**src/design/iabst_pkg.sv**
```systemverilog
// ----------------------------------------------------------------------------
// iabst_pkg
// shared types and constants for the implicit array binary search tree
// ----------------------------------------------------------------------------
package iabst_pkg;

	localparam int SlotsDef = 256;
	localparam int KeyW     = 32;
	localparam int CountW   = 9;

	localparam logic [CountW-1:0] CountMax = '1;

	typedef enum logic [1:0] {
		OP_INSERT = 2'd0,
		OP_SEARCH = 2'd1,
		OP_MIN    = 2'd2,
		OP_MAX    = 2'd3
	} op_t;

	typedef enum logic [1:0] {
		ST_OK    = 2'd0,
		ST_FULL  = 2'd1,
		ST_ZERO  = 2'd2,
		ST_EMPTY = 2'd3
	} status_t;

	// controller to datapath
	typedef struct packed {
		logic clr_step;
		logic accept;
		logic walk;
		logic out_load;
	} cmd_t;

	// datapath to controller
	typedef struct packed {
		logic clr_last;
		logic walk_done;
	} sts_t;

endpackage

```
**src/design/iabst_ctrl.sv**
```systemverilog
// ----------------------------------------------------------------------------
// iabst_ctrl
// sequencer for clearing pass, tree walk and result handoff
// ----------------------------------------------------------------------------
module iabst_ctrl (
	input  logic            clk,
	input  logic            arst_n,
	input  logic            in_valid,
	output logic            in_ready,
	output logic            out_valid,
	input  logic            out_ready,
	input  iabst_pkg::sts_t sts,
	output iabst_pkg::cmd_t cmd
);

	typedef enum logic [3:0] {
		S_CLEAR  = 4'b0001,
		S_IDLE   = 4'b0010,
		S_WALK   = 4'b0100,
		S_FINISH = 4'b1000
	} state_t;

	state_t state_q;
	state_t state_d;
	logic   out_valid_q;
	logic   out_free;

	assign out_free = !out_valid_q || out_ready;
	assign in_ready = state_q == S_IDLE;

	always_comb begin
		state_d = state_q;
		cmd     = '0;
		case (state_q)
			S_CLEAR: begin
				cmd.clr_step = 1'b1;
				if (sts.clr_last) begin
					state_d = S_IDLE;
				end
			end
			S_IDLE: begin
				if (in_valid) begin
					cmd.accept = 1'b1;
					state_d    = S_WALK;
				end
			end
			S_WALK: begin
				cmd.walk = 1'b1;
				if (sts.walk_done) begin
					state_d = S_FINISH;
				end
			end
			S_FINISH: begin
				if (out_free) begin
					cmd.out_load = 1'b1;
					state_d      = S_IDLE;
				end
			end
			default: state_d = S_CLEAR;
		endcase
	end

	always_ff @(posedge clk or negedge arst_n) begin
		if (!arst_n) begin
			state_q     <= S_CLEAR;
			out_valid_q <= 1'b0;
		end else begin
			state_q <= state_d;
			if (cmd.out_load) begin
				out_valid_q <= 1'b1;
			end else if (out_ready) begin
				out_valid_q <= 1'b0;
			end
		end
	end

	assign out_valid = out_valid_q;

	a_accept_to_walk: assert property (@(posedge clk) disable iff (!arst_n)
		(in_valid && in_ready) |=> state_q == S_WALK)
		else $error("accepted beat did not start a walk");

	a_hold_finish: assert property (@(posedge clk) disable iff (!arst_n)
		(state_q == S_FINISH && out_valid_q && !out_ready) |=> state_q == S_FINISH)
		else $error("result left finish while output beat was stalled");

	a_no_overwrite: assert property (@(posedge clk) disable iff (!arst_n)
		cmd.out_load |-> out_free)
		else $error("output register overwritten before its beat was taken");

	a_clear_blocks_input: assert property (@(posedge clk) disable iff (!arst_n)
		cmd.clr_step |-> !in_ready && !cmd.walk)
		else $error("input taken during clearing pass");

endmodule

```
**config.mk**
```make
export PLATFORM = sky130hd
export DESIGN_NAME = iabst_ctrl
export DESIGN_NICKNAME = d
export VERILOG_FILES = /design/src/design/iabst_pkg.sv /design/src/design/iabst_ctrl.sv
export SDC_FILE = /design/constraint.sdc
export NUM_CORES = 1
export LEC_CHECK = 0
export BUFFER_PORTS_ARGS = -buffer_cell sky130_fd_sc_hd__clkbuf_2
export CAP_MARGIN = 20
export CORE_AREA = 2 2 39 41
export CTS_BUF_LIST = sky130_fd_sc_hd__clkbuf_8
export CTS_CLUSTER_SIZE = 8
export DETAILED_ROUTE_END_ITERATION = 7
export DIE_AREA = 0 0 41 43
export GPL_ROUTABILITY_DRIVEN = 0
export PLACE_DENSITY = 0.46
export REMOVE_ABC_BUFFERS = 1
export SKIP_CTS_REPAIR_TIMING = 1
export SYNTH_ARGS = -nofsm -noshare
export SYNTH_HDL_FRONTEND = slang
export SYNTH_SLANG_ARGS = --single-unit
```
**constraint.sdc**
```tcl
create_clock -name clk -period 1 [get_ports clk]
set_input_delay 0.05 -clock clk [delete_from_list [all_inputs] [get_ports clk]]
set_output_delay 0.05 -clock clk [all_outputs]
set_load 0.02 [all_outputs]
```
; ---- Yosys cells after proc, flatten, opt, wreduce, memory -nomap -nowiden
; Index checks and enable logic that the tools add are counted.
[totals]
in_bits = 6
regBits = 5
out_inout_bits = 6
[classes]
eq_ne = 8
muxes = 13
reduce_logical = 4
[op_table]
columns = cell, count
row1 = 4-bit 2-to-1 mux, 4
row2 = 4-bit one-hot mux with 4 select lines, 1
row3 = 1-bit 2-to-1 mux, 8
row4 = "2-bit inequality test, second input constant", 4
row5 = "4-bit by 1-bit equality test with 1-bit output, second input constant", 1
row6 = "4-bit by 2-bit equality test with 1-bit output, second input constant", 1
row7 = "4-bit by 3-bit equality test with 1-bit output, second input constant", 1
row8 = "4-bit equality test, second input constant", 1
row9 = 4-bit AND reduction, 1
row10 = 2-bit nonzero test, 1
row11 = 1-bit zero test, 1
row12 = 1-bit logical OR, 1

; ---- Logic depth before layout (Yosys ltp)
[logic_depth]
ltp_word = 5
depth_mapped = 3
ltp_nobuf = 3

; ---- Worst setup path after synthesis
; Ideal clock, no wire load.
[synth_timing]
path_type = register to output
start = register state_q[0]
end = output port cmd[3] (netlist bit)
n_path_buf = 0
stages_incl_launch_ff = 2
arrival_ps = 1326
t_required_ps = 950
setup_slack_ps = -376
cell_sequence = dfstp_2 -> nor4b_1
[synth_lines]
columns = item, line_no
row1 = "start, declared", iabst_ctrl.sv:23  ; state_t state_q;
row2 = "start signal, assigned", iabst_ctrl.sv:68  ; state_q <= state_d;
row3 = "end, declared", iabst_ctrl.sv:13  ; output iabst_pkg::cmd_t cmd

==> results by group <==
Placement
  – PortBufs: 11
  – Placed cell areas: 412 um2
  – HPWL Detailed: ~520 um

Worst hold path
  – Hold_sp: in_valid
  – Hold Path Depth: 2
  – Hold Path Class: in2reg
  – Hold EP: state_q[1]$_DFFE_PN0P_

STA
  – Slew at the pin with the worst max-slew slack: 0.236 ns
  – Min cycle time layout: between 1 and 1.5 ns
  – # setup viols final: 10
  – Unrepaired setup endpoints after global routing: yes
  – Worst Setup Slack, final: -0.334 ns
  – Final Hold Viols: 0
  – Period utilization: 133%
  – Slew headroom: a little over four fifths
  – Peak Freq: between 700 and 800 MHz
  – Slew Viols, Final: 0
  – Max Clock Skew: about 0.00034 ns

Floorplanning
  – Ports: 12
  – Initial core utilization: between 20% and 30%
  – Core Region: between 0.001 and 0.0015 mm2
  – Total die area: approximately 0.0018 mm2
  – Die X: around 41 um
  – Site row count: 14
  – Height of the chip: 43 um

Synthesis
  – Synth Register Bits: 5
  – Ys flop type: dfrtp_1
  – Synthesized area per cell: 9.65 um2
  – Top cells by area, synth: dfrtp_1 33%, nor2b_1 10%, dfstp_2 8.8%, nor4b_4 7.9%, a22oi_1 5.0%
  – Cell accounting for the most synthesized area: dfrtp_1
  – Async S/R FF share, synth: 100%
  – Most frequent cell after synthesis: nor2b_1
  – Synth unique cells: 19
  – Post-synth EDFFs: 0
  – Register area share after synthesis: roughly 42%
  – Top cell types by occurrence after synthesis: 5 x nor2b_1, 4 x dfrtp_1, 3 x nor2_1
  – Top cell type's share of synthesized area: 33.5%
  – Post-Syn Area: 299 um2
  – Cells after synthesis: 31
  – Synth warnings: 0

Pwr
  – Int Power: ~0.0008 W
  – P_leak: between 0.2 and 0.3 nW
  – Sw Ratio: between 30% and 40%
  – Flop pwr share: ~30%
  – Pwr Total: about 0.0012 W
  – Clock power frac: 29.4%
  – Peak supply drop: around 1.0 mV
  – Net Sw Power: around 0.00038 W
  – Logic pwr share: 41.0%
  – Pwr/cell area: between 2000 and 2500 mW/mm2

Setup path
  – Worst R2R Setup Slack: -0.20 ns
  – Startpoint Class: flop
  – Worst R2R End: state_q[2]$_DFFE_PN0P_
  – Critical path capture point type: primary output
  – Data required time of the critical path: approximately 0.95 ns
  – Worst r2r src: state_q[2]$_DFFE_PN0P_
  – Critical path class: reg2out
  – Reg2reg path depth: 4
  – Crit-path max FO: 5
  – Critical Path AT: 1.28 ns

Flow run
  – Max-cap violations: 0

Cells and area
  – Post-layout util: a little under two fifths
  – FILL cells: 150
  – Layout cell share with drive strength beyond 1: between 50 and 60%
  – Area growth from synthesis to layout: 75.7%
  – Multi-input logic area: around 190 um2
  – ANT cells: 0
  – FF+latch area: 129 um2
  – Nets: 61
  – Design area: approximately 530 um2

CTS
  – Sink Count: 5
  – CTS H-tree lvls: 1
  – Clk buf depth: 2
  – Clk_lat worst skew: 0.22 ns
  – Num CTS Buffers: 3
  – Worst-path clk slew: roughly 0.030 ns
  – Root Driver: clkbuf_8
  – CTS tree: built

Route
  – Vias per cell: approximately 4.2
  – Drt pass-1 iters: 2
  – Antenna violation net count after detailed routing: 0
  – DR WL/cell: 9.26 um
  – Vias after detailed routing: between 200 and 300
  – Drt drc: 0
  – Routed WL: 648 um
  – Drt initial violations: 6

GRT
  – GRT Overall Usage: 8.48%
  – Global-route wire length before repair: between 900 and 1000 um
  – Grt met1 use: a little over a tenth
  – Met3 usage: 1.57%
  – Grt peak-use layer: met2
  – Initial antenna violation count: 0
  – Largest net degree at the start of global routing: 8
  – Number of global-route vias before repair: approximately 260
  – Congestion Overflow GR: 0
  – Met2 Resource Use GR: roughly 11%

Run status
  – Failing checks: negative setup slack
  – Status: finished with violations
-- state kept, by name, summed over array words and instances, names as in the netlist --
signal     count
out_valid      1
state_q        4
-- cells in the final DEF (no fill, tap or decap), types with 2 or more instances in the layout --
cell and n:
clkbuf_2 8, buf_4 8, nor2_1 3, nor2b_1 3, inv_1 3, clkbuf_8 3, and2_4 2, nand2_1 2
dfrtp_1 2, buf_6 2, dfrtp_2 2
-- routing by layer --
layer / share of wire (%) / vias up / wire [um]
met5: 0 / - / 0
met4: 0 / 0 / 0
met3: 3.7 / 0 / 24
met2: 55 / 4 / 357
met1: 41 / 137 / 266
li1: - / 154 / -
-- logic make-up after synthesis --
group / share of synthesized area (%)
DFF: 42.3
AOI/OAI and AO/OA: 17.2
and+or+nand+nor: 38.1
buffers and inverters: 2.51
-- how the worst max path moves through the flow --
stage / start / to / slack [ns] / cells after the start
finish: state_q[2]$_DFFE_PN0P_ / cmd[2] / -0.33 / 3
global route: state_q[3]$_DFFE_PN0P_ / cmd[0] / -0.40 / 4
CTS: state_q[2]$_DFFE_PN0P_ / cmd[2] / -0.41 / 3
detailed placement: state_q[2]$_DFFE_PN0P_ / cmd[2] / -0.17 / 3
global placement: state_q[2]$_DFFE_PN0P_ / cmd[2] / -0.21 / 3
floorplan: state_q[0]$_DFFE_PN1P_ / cmd[3] / -0.38 / 1
-- worst max-delay path, stage by stage (launching register included) --
cell,delay [ns]
dfrtp_2,0.44
nor4b_4,0.32
and2_4,0.20
buf_6,0.11
-- metrics by stage --
stage	worst slack, ns	std cells	TNS (ns)	hold WS [ns]
after floorplan	-0.376	31	-1.06	-0.246
after global placement	-0.206	63	-1.33	-0.129
after detailed placement	-0.169	63	-1.02	-0.130
after CTS	-0.408	67	-2.27	-0.361
after global routing	-0.402	70	-2.69	0.0374
final	-0.334	70	-2.07	0.0350
-- power by group through the flow --
stage / logic (W) / clock network, W / registers (W)
6_report: 0.000491 / 0.000352 / 0.000354
4_1_cts: 0.000417 / 0.000365 / 0.000348
3_5_place_dp: 0.000417 / 0 / 0.000349
3_3_place_gp: 0.000428 / 0 / 0.000353
5_1_grt: 0.000530 / 0.000375 / 0.000365
2_1_floorplan: 0.000244 / 0 / 0.000345
-- final cells by class --
cell class	count	share of cell area, %
multi-input combinational	24	36.4
inverter	2	1.43
sequential	5	24.5
clock inverter	1	0.714
tap	16	3.81
timing repair buffer	19	25.2
clock buffer	3	7.86
(Power assumes the default switching activity.)
